<file path="config.mk">
export PLATFORM = sky130hd
export DESIGN_NAME = bounded_stack_with_prefix_reverse
export DESIGN_NICKNAME = d
export VERILOG_FILES = /design/src/hdl/bsr_pkg.sv /design/src/hdl/bsr_mem.sv /design/src/hdl/bsr_ctrl.sv /design/src/hdl/bounded_stack_with_prefix_reverse.sv
export SDC_FILE = /design/constraint.sdc
export NUM_CORES = 1
export LEC_CHECK = 0
export BUFFER_PORTS_ARGS = -buffer_cell sky130_fd_sc_hd__buf_2
export CAP_MARGIN = 20
export CORE_ASPECT_RATIO = 0.6
export CORE_MARGIN = 2
export CORE_UTILIZATION = 25
export DETAILED_ROUTE_END_ITERATION = 12
export HOLD_SLACK_MARGIN = 0.15
export SYNTH_ARGS = -nofsm -noshare
export SYNTH_HDL_FRONTEND = slang
export SYNTH_SLANG_ARGS = --single-unit
export TNS_END_PERCENT = 100
</file>
<file path="constraint.sdc">
create_clock -name clock -period 16.85 [get_ports clock]
set_input_delay 3.37 -clock clock [delete_from_list [all_inputs] [get_ports clock]]
set_output_delay 3.37 -clock clock [all_outputs]
set_load 0.05 [all_outputs]
</file>
<file path="src/hdl/bsr_pkg.sv">
// ----------------------------------------------------------------------------
// bsr_pkg: shared definitions for the bounded stack with prefix reverse
// Operation and status codes, default depth and the result bundle that
// passes from the sequencer to the output stage.
// ----------------------------------------------------------------------------
package bsr_pkg;

   localparam int DEPTH_DEFAULT = 16;
   localparam int WORD_W        = 32;
   localparam int FREE_W        = 5;

   // operation codes
   localparam logic [1:0] OP_PUSH   = 2'd0;
   localparam logic [1:0] OP_POP    = 2'd1;
   localparam logic [1:0] OP_MIDDLE = 2'd2;
   localparam logic [1:0] OP_REV    = 2'd3;

   // status codes
   localparam logic [1:0] ST_OK    = 2'd0;
   localparam logic [1:0] ST_FULL  = 2'd1;
   localparam logic [1:0] ST_EMPTY = 2'd2;
   localparam logic [1:0] ST_FEW   = 2'd3;

   typedef struct packed {
      logic signed [WORD_W-1:0] data_out;
      logic [1:0]               status;
      logic [FREE_W-1:0]        free_slots;
   } res_type;

endpackage

</file>
<file path="src/hdl/bsr_mem.sv">
// ----------------------------------------------------------------------------
// bsr_mem: stack storage
// One write port and two read ports; read data is registered and holds
// its value while no read is issued.
// ----------------------------------------------------------------------------
module bsr_mem
   import bsr_pkg::*;
#(
   parameter int DEPTH = DEPTH_DEFAULT,
   parameter int AW    = $clog2(DEPTH)
) (
   input  logic                     clock,
   input  logic                     wr_en,
   input  logic [AW-1:0]            wr_addr,
   input  logic signed [WORD_W-1:0] wr_data,
   input  logic                     rd_en,
   input  logic [AW-1:0]            rd_addr_a,
   input  logic [AW-1:0]            rd_addr_b,
   output logic signed [WORD_W-1:0] rd_data_a,
   output logic signed [WORD_W-1:0] rd_data_b
);

   logic signed [WORD_W-1:0] mem [DEPTH];
   logic signed [WORD_W-1:0] rd_a_ff;
   logic signed [WORD_W-1:0] rd_b_ff;

   // write port
   always_ff @(posedge clock) begin
      if (wr_en) begin
         mem[wr_addr] <= wr_data;
      end
   end

   // registered read ports
   always_ff @(posedge clock) begin
      if (rd_en) begin
         rd_a_ff <= mem[rd_addr_a];
         rd_b_ff <= mem[rd_addr_b];
      end
   end

   assign rd_data_a = rd_a_ff;
   assign rd_data_b = rd_b_ff;

endmodule

</file>
<file path="src/hdl/bsr_ctrl.sv">
// ----------------------------------------------------------------------------
// bsr_ctrl: operation sequencer
// Takes one request word at a time, drives the storage ports and steps the
// shared index unit (lo/hi counters and their compare) through the swaps
// of a bottom-half reverse. Holds the result until the output stage takes it.
// ----------------------------------------------------------------------------
module bsr_ctrl
   import bsr_pkg::*;
#(
   parameter int DEPTH = DEPTH_DEFAULT,
   parameter int AW    = $clog2(DEPTH),
   parameter int CW    = $clog2(DEPTH + 1)
) (
   input  logic                     clock,
   input  logic                     reset,
   input  logic                     req_valid,
   output logic                     req_stall,
   input  logic [1:0]               req_operation,
   input  logic signed [WORD_W-1:0] req_push_value,
   output logic                     mem_wr_en,
   output logic [AW-1:0]            mem_wr_addr,
   output logic signed [WORD_W-1:0] mem_wr_data,
   output logic                     mem_rd_en,
   output logic [AW-1:0]            mem_rd_addr_a,
   output logic [AW-1:0]            mem_rd_addr_b,
   input  logic signed [WORD_W-1:0] mem_rd_data_a,
   input  logic signed [WORD_W-1:0] mem_rd_data_b,
   output logic                     res_valid,
   output res_type                  res,
   input  logic                     res_take
);

   localparam logic [2:0] S_IDLE   = 3'd0;
   localparam logic [2:0] S_EXEC   = 3'd1;
   localparam logic [2:0] S_RDWAIT = 3'd2;
   localparam logic [2:0] S_SW_RD  = 3'd3;
   localparam logic [2:0] S_SW_WLO = 3'd4;
   localparam logic [2:0] S_SW_WHI = 3'd5;
   localparam logic [2:0] S_DONE   = 3'd6;

   logic [2:0]               state_ff, state_in;
   logic [1:0]               op_ff, op_in;
   logic signed [WORD_W-1:0] val_ff, val_in;
   logic [CW-1:0]            count_ff, count_in;
   logic [AW-1:0]            lo_ff, lo_in;
   logic [AW-1:0]            hi_ff, hi_in;
   logic signed [WORD_W-1:0] data_ff, data_in;
   logic [1:0]               status_ff, status_in;

   logic                     accept;
   logic [CW-1:0]            cnt_m1;
   logic [AW-1:0]            mid_idx;
   logic [AW-1:0]            lo_nx;
   logic [AW-1:0]            hi_nx;
   logic [31:0]              free_full;

   assign accept    = req_valid && !req_stall;
   assign req_stall = (state_ff != S_IDLE);

   // shared index unit
   assign cnt_m1  = count_ff - CW'(1);
   assign mid_idx = AW'(cnt_m1 >> 1);
   assign lo_nx   = lo_ff + AW'(1);
   assign hi_nx   = hi_ff - AW'(1);

   // sequencer
   always_comb begin
      state_in      = state_ff;
      op_in         = op_ff;
      val_in        = val_ff;
      count_in      = count_ff;
      lo_in         = lo_ff;
      hi_in         = hi_ff;
      data_in       = data_ff;
      status_in     = status_ff;
      mem_wr_en     = 1'b0;
      mem_wr_addr   = lo_ff;
      mem_wr_data   = mem_rd_data_b;
      mem_rd_en     = 1'b0;
      mem_rd_addr_a = lo_ff;
      mem_rd_addr_b = hi_ff;

      case (state_ff)
         S_IDLE: begin
            if (accept) begin
               op_in    = req_operation;
               val_in   = req_push_value;
               state_in = S_EXEC;
            end
         end
         S_EXEC: begin
            data_in   = '0;
            status_in = ST_OK;
            case (op_ff)
               OP_PUSH: begin
                  if (count_ff == CW'(DEPTH)) begin
                     status_in = ST_FULL;
                  end else begin
                     mem_wr_en   = 1'b1;
                     mem_wr_addr = AW'(count_ff);
                     mem_wr_data = val_ff;
                     count_in    = count_ff + CW'(1);
                  end
                  state_in = S_DONE;
               end
               OP_POP: begin
                  if (count_ff == '0) begin
                     status_in = ST_EMPTY;
                     state_in  = S_DONE;
                  end else begin
                     mem_rd_en     = 1'b1;
                     mem_rd_addr_a = AW'(cnt_m1);
                     count_in      = cnt_m1;
                     state_in      = S_RDWAIT;
                  end
               end
               OP_MIDDLE: begin
                  if (count_ff == '0) begin
                     status_in = ST_EMPTY;
                     state_in  = S_DONE;
                  end else begin
                     mem_rd_en     = 1'b1;
                     mem_rd_addr_a = mid_idx;
                     state_in      = S_RDWAIT;
                  end
               end
               default: begin
                  lo_in = '0;
                  hi_in = mid_idx;
                  if (count_ff < CW'(2)) begin
                     status_in = ST_FEW;
                     state_in  = S_DONE;
                  end else if (mid_idx == '0) begin
                     state_in = S_DONE;
                  end else begin
                     state_in = S_SW_RD;
                  end
               end
            endcase
         end
         S_RDWAIT: begin
            data_in  = mem_rd_data_a;
            state_in = S_DONE;
         end
         S_SW_RD: begin
            mem_rd_en = 1'b1;
            state_in  = S_SW_WLO;
         end
         S_SW_WLO: begin
            mem_wr_en   = 1'b1;
            mem_wr_addr = lo_ff;
            mem_wr_data = mem_rd_data_b;
            state_in    = S_SW_WHI;
         end
         S_SW_WHI: begin
            mem_wr_en   = 1'b1;
            mem_wr_addr = hi_ff;
            mem_wr_data = mem_rd_data_a;
            lo_in       = lo_nx;
            hi_in       = hi_nx;
            state_in    = (lo_nx < hi_nx) ? S_SW_RD : S_DONE;
         end
         S_DONE: begin
            if (res_take) begin
               state_in = S_IDLE;
            end
         end
         default: begin
            state_in = S_IDLE;
         end
      endcase
   end

   // control registers
   always_ff @(posedge clock) begin
      if (reset) begin
         state_ff <= S_IDLE;
         count_ff <= '0;
      end else begin
         state_ff <= state_in;
         count_ff <= count_in;
      end
   end

   // working registers
   always_ff @(posedge clock) begin
      op_ff     <= op_in;
      val_ff    <= val_in;
      lo_ff     <= lo_in;
      hi_ff     <= hi_in;
      data_ff   <= data_in;
      status_ff <= status_in;
   end

   // result word
   assign free_full      = 32'(DEPTH) - 32'(count_ff);
   assign res_valid      = (state_ff == S_DONE);
   assign res.data_out   = data_ff;
   assign res.status     = status_ff;
   assign res.free_slots = free_full[FREE_W-1:0];

   // checks
   a_count_bound : assert property (@(posedge clock) disable iff (reset)
      count_ff <= CW'(DEPTH))
      else $error("fill count above depth");

   a_accept_exec : assert property (@(posedge clock) disable iff (reset)
      accept |=> (state_ff == S_EXEC))
      else $error("accepted word did not start execution");

   a_swap_order : assert property (@(posedge clock) disable iff (reset)
      (state_ff == S_SW_WLO) |-> (lo_ff < hi_ff))
      else $error("swap indices crossed");

   a_pop_count : assert property (@(posedge clock) disable iff (reset)
      (state_ff == S_EXEC && op_ff == OP_POP && count_ff != '0)
      |=> (count_ff == $past(count_ff) - CW'(1)))
      else $error("pop did not decrement fill count");

   a_rev_keeps_count : assert property (@(posedge clock) disable iff (reset)
      (state_ff == S_SW_WHI) |=> $stable(count_ff))
      else $error("fill count moved during reverse");

endmodule

</file>
<file path="src/hdl/bounded_stack_with_prefix_reverse.sv">
// ----------------------------------------------------------------------------
// bounded_stack_with_prefix_reverse: bounded stack with bottom-half reverse
// Top level: storage, sequencer and the registered response stage.
// ----------------------------------------------------------------------------
// One request word is worked at a time; req_stall is high from acceptance
// until the sequencer has handed its response to the output register.
// Push and refused operations go from execution straight to the response;
// pop and middle add one registered read of the storage, and reverse adds
// a swap of floor((count+1)/4) pairs. The sequencer returns to idle before
// the next request can be accepted. The swap cost is set by the single
// write port: each pair is one dual read followed by two writes, stepped by
// one shared lo/hi index unit. The response register lets the next request
// be accepted while a response still waits on rsp_stall.
// ----------------------------------------------------------------------------
module bounded_stack_with_prefix_reverse
   import bsr_pkg::*;
#(
   parameter int DEPTH = DEPTH_DEFAULT
) (
   input  logic                     clock,
   input  logic                     reset,
   input  logic                     req_valid,
   output logic                     req_stall,
   input  logic [1:0]               req_operation,
   input  logic signed [WORD_W-1:0] req_push_value,
   output logic                     rsp_valid,
   input  logic                     rsp_stall,
   output logic signed [WORD_W-1:0] rsp_data_out,
   output logic [1:0]               rsp_status,
   output logic [FREE_W-1:0]        rsp_free_slots
);

   localparam int AW = $clog2(DEPTH);
   localparam int CW = $clog2(DEPTH + 1);

   logic                     mem_wr_en;
   logic [AW-1:0]            mem_wr_addr;
   logic signed [WORD_W-1:0] mem_wr_data;
   logic                     mem_rd_en;
   logic [AW-1:0]            mem_rd_addr_a;
   logic [AW-1:0]            mem_rd_addr_b;
   logic signed [WORD_W-1:0] mem_rd_data_a;
   logic signed [WORD_W-1:0] mem_rd_data_b;
   logic                     res_valid;
   res_type                  res;
   logic                     res_take;

   logic                     rsp_valid_ff, rsp_valid_in;
   res_type                  rsp_ff;

   bsr_mem #(
      .DEPTH (DEPTH),
      .AW    (AW)
   ) u_mem (
      .clock     (clock),
      .wr_en     (mem_wr_en),
      .wr_addr   (mem_wr_addr),
      .wr_data   (mem_wr_data),
      .rd_en     (mem_rd_en),
      .rd_addr_a (mem_rd_addr_a),
      .rd_addr_b (mem_rd_addr_b),
      .rd_data_a (mem_rd_data_a),
      .rd_data_b (mem_rd_data_b)
   );

   bsr_ctrl #(
      .DEPTH (DEPTH),
      .AW    (AW),
      .CW    (CW)
   ) u_ctrl (
      .clock          (clock),
      .reset          (reset),
      .req_valid      (req_valid),
      .req_stall      (req_stall),
      .req_operation  (req_operation),
      .req_push_value (req_push_value),
      .mem_wr_en      (mem_wr_en),
      .mem_wr_addr    (mem_wr_addr),
      .mem_wr_data    (mem_wr_data),
      .mem_rd_en      (mem_rd_en),
      .mem_rd_addr_a  (mem_rd_addr_a),
      .mem_rd_addr_b  (mem_rd_addr_b),
      .mem_rd_data_a  (mem_rd_data_a),
      .mem_rd_data_b  (mem_rd_data_b),
      .res_valid      (res_valid),
      .res            (res),
      .res_take       (res_take)
   );

   // response register: load when empty or draining
   assign res_take = res_valid && (!rsp_valid_ff || !rsp_stall);

   always_comb begin
      if (res_take) begin
         rsp_valid_in = 1'b1;
      end else if (rsp_valid_ff && rsp_stall) begin
         rsp_valid_in = 1'b1;
      end else begin
         rsp_valid_in = 1'b0;
      end
   end

   always_ff @(posedge clock) begin
      if (reset) begin
         rsp_valid_ff <= 1'b0;
      end else begin
         rsp_valid_ff <= rsp_valid_in;
      end
   end

   always_ff @(posedge clock) begin
      if (res_take) begin
         rsp_ff <= res;
      end
   end

   assign rsp_valid      = rsp_valid_ff;
   assign rsp_data_out   = rsp_ff.data_out;
   assign rsp_status     = rsp_ff.status;
   assign rsp_free_slots = rsp_ff.free_slots;

endmodule

</file>
# After elaboration in Yosys (flattened, before gate mapping)

Memories as Yosys holds them, arrays and structs flattened. A register that Yosys moved wholly into a read port is not among the register bits.
Cells that the tools add are included.

Add/subtract/negate cells: 5
Magnitude comparators: 2
Equal/unequal tests: 14
Mux-type cells: 40
Reduce and logical (&&, ||, !) cells: 22

Operator list:

| cell                                                                          | number |
|---|---|
| 32-bit one-hot mux with 2 select lines                                        | 2 |
| 32-bit two-way mux                                                            | 2 |
| 4-bit one-hot mux with 2 select lines                                         | 4 |
| 4-bit two-way mux                                                             | 7 |
| 3-bit one-hot mux with 7 select lines                                         | 1 |
| 3-bit two-way mux                                                             | 6 |
| 5-bit two-way mux                                                             | 2 |
| 5-bit one-hot mux with 2 select lines                                         | 1 |
| 3-bit == test (second input constant)                                         | 3 |
| 1-bit two-way mux                                                             | 9 |
| 3-bit by 2-bit == test with 1-bit output (second input constant)              | 2 |
| 2-bit != test (second input constant)                                         | 3 |
| 3-bit one-hot mux with 2 select lines                                         | 1 |
| 2-bit AND reduction                                                           | 3 |
| 2-bit nonzero test                                                            | 3 |
| 5-bit by 1-bit adder with 5-bit output (second input constant)                | 1 |
| 5-bit == test (second input constant)                                         | 1 |
| 5-bit zero test                                                               | 1 |
| 5-bit by 2-bit less-than comparator with 1-bit output (second input constant) | 1 |
| 5-bit by 1-bit subtractor with 5-bit output (second input constant)           | 1 |
| 5-bit subtractor (first input constant)                                       | 1 |
| 4-bit by 1-bit adder with 4-bit output (second input constant)                | 1 |
| 4-bit zero test                                                               | 1 |
| 4-bit less-than comparator                                                    | 1 |
| other kinds (17)                                                              | 25 |

Bits in registers: 124
Bits in writable memories: 512
Input bits: 38
Output and inout bits: 41
Logic and storage cells: 96
Memories kept: 1

Memory list:

| memory    | depth | bits a word | rd ports | clocked after Yosys merged registers in | wr ports | line          | RTL |
|---|---|---|---|---|---|---|---|
| u_mem.mem | 16    | 32          | 2        | 2                                       | 1        | bsr_mem.sv:23 | `logic signed [WORD_W-1:0] mem [DEPTH];` |

# Logic depth before layout (Yosys ltp)

Word-level depth: 6
Mapped depth: 13
Depth with buffers taken out: 10

# By module

Synthesis repeated with hierarchy kept, for this count alone.

Cells, all modules: 1537
Area, all modules: 30226.5 um2

Modules (own cells, without submodules):

| module                            | instances | cells each | area an instance (um2) | sequential area each (um2) |
|---|---|---|---|---|
| bsr_mem                           | 1         | 1141       | 24828.8                | 17296.6 |
| bsr_ctrl                          | 1         | 353        | 4190.3                 | 2442.3 |
| bounded_stack_with_prefix_reverse | 1         | 43         | 1207.4                 | 1191.1 |

# Worst setup path before layout

No wires, ideal clock.

Path type: register to register
Start: register u_ctrl.count_ff[0]
End: register u_mem.rd_a_ff[0] (netlist: u_mem.rd_data_a[0]), read port of u_mem.mem, enable pin
Library setup time: 0.578 ns
Data arrival time: 6.131 ns
Data required time: 16.272 ns
Setup slack: 10.141 ns
Cell stages (with the launch flop): 9
Path buffers: 1
Period minus slack after synthesis: 6.709 ns
Cell sequence: dfxtp_1 -> inv_1 -> ha_1 -> nor3b_2 -> ha_1 -> clkbuf_1 -> inv_1 -> a21oi_1 -> nor3b_1

Cells in the longest elaborated chain, start to end: 4
Elaborated cells between the ends (all ways): 9
Classes of those cells: 1 x add/sub; 7 x mux; 1 x reduce/logical

Ends and longest elaborated chain:

| element                               | line                                    | RTL |
|---|---|---|
| start: declaration                    | bsr_ctrl.sv:44                          | `logic [CW-1:0] count_ff, count_in;` |
| start signal: assignment              | bsr_ctrl.sv:181                         | `count_ff <= count_in;` |
| 5-bit zero test                       | bsr_ctrl.sv:107, bsr_ctrl.sv:118        |  |
| 1-bit two-way mux                     | bsr_ctrl.sv:107, bsr_ctrl.sv:118        |  |
| 1-bit two-way mux                     | n/a                                     |  |
| 1-bit one-hot mux with 2 select lines | bsr_ctrl.sv:83                          | `case (state_ff)` |
| via mem_rd_en                         | bounded_stack_with_prefix_reverse.sv:39 | `logic mem_rd_en;` |
| end: declaration                      | bsr_mem.sv:24                           | `logic signed [WORD_W-1:0] rd_a_ff;` |

The timed path passes the listed nets, and every way through them passes these cells.
A chain may end at the register's enable or synchronous reset.

# Final worst setup path

Start: register u_ctrl.state_ff[0]
End: output port req_stall

Cells in the longest elaborated chain, start to end: 1

Ends and longest elaborated chain:

| element                  | line                                    | RTL |
|---|---|---|
| start: declaration       | bsr_ctrl.sv:41                          | `logic [2:0] state_ff, state_in;` |
| start signal: assignment | bsr_ctrl.sv:180                         | `state_ff <= state_in;` |
| 3-bit nonzero test       | bsr_ctrl.sv:58                          | `assign req_stall = (state_ff != S_IDLE);` |
| end: declaration         | bounded_stack_with_prefix_reverse.sv:23 | `output logic req_stall,` |

Every way passes these cells.

==> results.sh <==
export IMPL_cts_tree="done"
export IMPL_yosys_area_top_type="edfxtp_1"
export IMPL_slew_violations=0
export IMPL_worst_ep_arrival_time_ns=1.87
export IMPL_critical_path_peak_fanout=13
export IMPL_via_per_inst=5.13
export IMPL_die_area_mm2=0.125
export IMPL_drt_initial_drc_count=2007
export IMPL_syn_cell_area_mm2=0.0306
export IMPL_cts_setup_buffers=0
export IMPL_wire_per_inst_um=25.8
export IMPL_vias=17037
export IMPL_drive_gt1_frac=0.338
export IMPL_cap_violations=0
export IMPL_setup_viol=0
export IMPL_ctsLongestPathBuffers=3
export IMPL_postRouteAntennaNets=0
export IMPL_track_usage=0.134
export IMPL_hold_viol=0
export IMPL_dieWidth_um=456
export IMPL_final_cell_mix="edfxtp_1, mux4_2, a22oi_1"
export IMPL_total_power_mw=5.35
export IMPL_port_buffers=78
export IMPL_max_clock_freq_mhz=191
export IMPL_dp_hpwl_mm=46.7
export IMPL_cts_hold_buf=0
export IMPL_clock_sinks=700
export IMPL_root_buffer="clkbuf_16"
export IMPL_yosysWarnings=0
export IMPL_worst_slew_pin_slew_ns=1.18
export IMPL_crit_chain="or3_1 > buf_2"
export IMPL_die_y_um=275
export IMPL_gp_congestion=0.776
export IMPL_worstSetupPathType="reg -> out"
export IMPL_synthMuxAreaShare=0.212
export IMPL_synth_top_family_by_area="multiplexers"
export IMPL_drc=0
export IMPL_grt_setup_unrepaired="false"
export IMPL_synth_distinct_cells=53
export IMPL_grt_overflow=0
export IMPL_total_leakage_power_nw=11.0
export IMPL_ys_seq_area_frac=0.683
export IMPL_finClkSkew_ns=0.0261
export IMPL_syn_avg_cell_area_um2=19.8
export IMPL_critPathLaunchType="flip-flop"
export IMPL_period_share=0.311
export IMPL_area_growth_pct=15.7
export IMPL_end_kind="output pin"
export IMPL_synth_seq_cells=700
export IMPL_crit_slowest_cell="or3_1"
export IMPL_core_area_mm2=0.122
export IMPL_worst_ep_required_time_ns=13.48
export IMPL_pin_count=79
export IMPL_synth_edf_count=691
export IMPL_synth_compound_area_share=0.0414
export IMPL_cts_resized=0
export IMPL_synth_area_leaders="edfxtp_1, mux4_2, a22oi_1, nand3_1, clkbuf_1"
export IMPL_path_clk_slew_ns=0.06
export IMPL_syn_nets=1599
export IMPL_firstDrtPassIters=5
export IMPL_place_area_mm2=0.0333
export IMPL_hold_path_class="reg -> reg"
export IMPL_start_util=0.252
export IMPL_yosys_area_share_simple=0.0354
export IMPL_setup_tns_ns=0
export IMPL_wirelength_mm=85.6
export IMPL_netlist_instances=1548
export IMPL_clk_latency_ns=0.63
export IMPL_irDropWorstVdd_mv=0.0837
export IMPL_grt_pass1_vias=17303
export IMPL_synth_fa_ha_area_frac=0.00531
export IMPL_rows=99
export IMPL_antenna_found_initial=2
export IMPL_status="finished, final reports clean"
export IMPL_cellPowerDensity_mw_per_mm2=151
export IMPL_grt_max_degree=132
export IMPL_synth_top_area_frac=0.677
export IMPL_critPathBufInv=1
export IMPL_fin_area_mm2=0.0354
export IMPL_max_stage_delay_ns=0.52
export IMPL_cts_buffers=67
export IMPL_fillCellCount=11764
export IMPL_grt_pass1_wl_mm=123
export IMPL_h_tree_depth=3
export IMPL_mostFrequentLayoutCell="edfxtp_1"
export IMPL_synth_xor_area_share=0.00286
export IMPL_relSlewSlack=0.216
export IMPL_critPathTopFamily="simple AND/OR/NAND/NOR gates"
export IMPL_layout_min_cycle_time_ns=5.24
export IMPL_synthArstFlopShare=0
export IMPL_nets=1700
export IMPL_synth_flop_cell="edfxtp_1"
export IMPL_seq_area_mm2=0.0209
export IMPL_multi_input_area_mm2=0.00934
[routing by layer]
layer | GRT usage | vias to the layer above | routed length (µm)
met5 | 0 | - | 0
met4 | 0.0379 | 0 | 2060
met1 | 0.180 | 9125 | 35300
li1 | - | 6854 | -
met3 | 0.0374 | 140 | 8420
met2 | 0.213 | 918 | 39900
[per-stage QoR]
step | hold slack, ns | instances | setup slack, ns | util
final | 0.421 | 3318 | 11.61 | 0.292
after global placement | 0.406 | 3191 | 12.07 | 0.274
after detailed placement | 0.405 | 3195 | 12.03 | 0.274
after global routing | 0.421 | 3316 | 11.49 | 0.292
after CTS | 0.417 | 3315 | 11.56 | 0.291
after floorplan | 0.400 | 1548 | 10.14 | -
[final cells by class]
type | count | share of cell area
flip-flops and latches | 700 | 0.591
multi-input cells | 707 | 0.263
well taps | 1616 | 0.0570
clock buffers | 79 | 0.0504
repair buffers | 153 | 0.0275
clock inverters | 41 | 0.00890
inverters | 20 | 0.00212
diodes | 2 | 0.000141
[synthesized netlist by cell type, drive strengths merged (13+ instances only)]
cell    instances
a21oi          16
a22oi         100
and3           33
buf            46
clkbuf         75
edfxtp        691
ha             13
inv            20
mux4          288
nand3          99
nor2           39
o21ai          40
[registers in the layout, summed over array words and instances, names as in the netlist, 5 cells and up]
signal and cells:
rsp_free_slots 5, u_mem.mem 512, u_ctrl.data_ff 32, u_mem.rd_data_a 32, u_ctrl.count_ff 5, rsp_data_out 32
u_mem.rd_data_b 32, u_ctrl.val_ff 32
[report_power, final]
group	internal (mW)	switching [mW]	total [mW]
clock network	0.822	0.647	1.47
registers	2.34	0.0920	2.43
logic	0.541	0.915	1.46
total	3.70	1.65	5.35
[worst reg2reg max path, delay by kind of cell (launching register included)]
family | cells | cell delay (ns)
flops | 1 | 0.48
compound gates | 4 | 0.83
buf+inv | 3 | 1.91
mux | 1 | 0.50
simple gates | 2 | 0.30
fa+ha+maj | 2 | 0.56
[cell families after synthesis]
family,count (synthesis)
AOI/OAI and AO/OA,185
xor gates and xnor gates,10
adders and majority gates,13
buffers and inverters,141
DFF,700
muxes,289
and+or+nand+nor,210
[path summary, 6_finish.rpt]
path,from,endpoint,slack [ns],cells after the start
setup / recovery,u_ctrl.state_ff[0]$_SDFFE_PP0P_,req_stall,11.61,2
hold / removal,u_ctrl.data_ff[4]$_SDFFCE_PN0P_,rsp_data_out[4]$_DFFE_PP_,0.42,0
setup reg to reg,u_ctrl.count_ff[0]$_SDFFE_PP0P_,u_mem.rd_data_a[5]$_DFFE_PP_,12.01,12
hold reg to reg,u_ctrl.data_ff[4]$_SDFFCE_PN0P_,rsp_data_out[4]$_DFFE_PP_,0.42,0
Power figures use the tool's default switching activity.
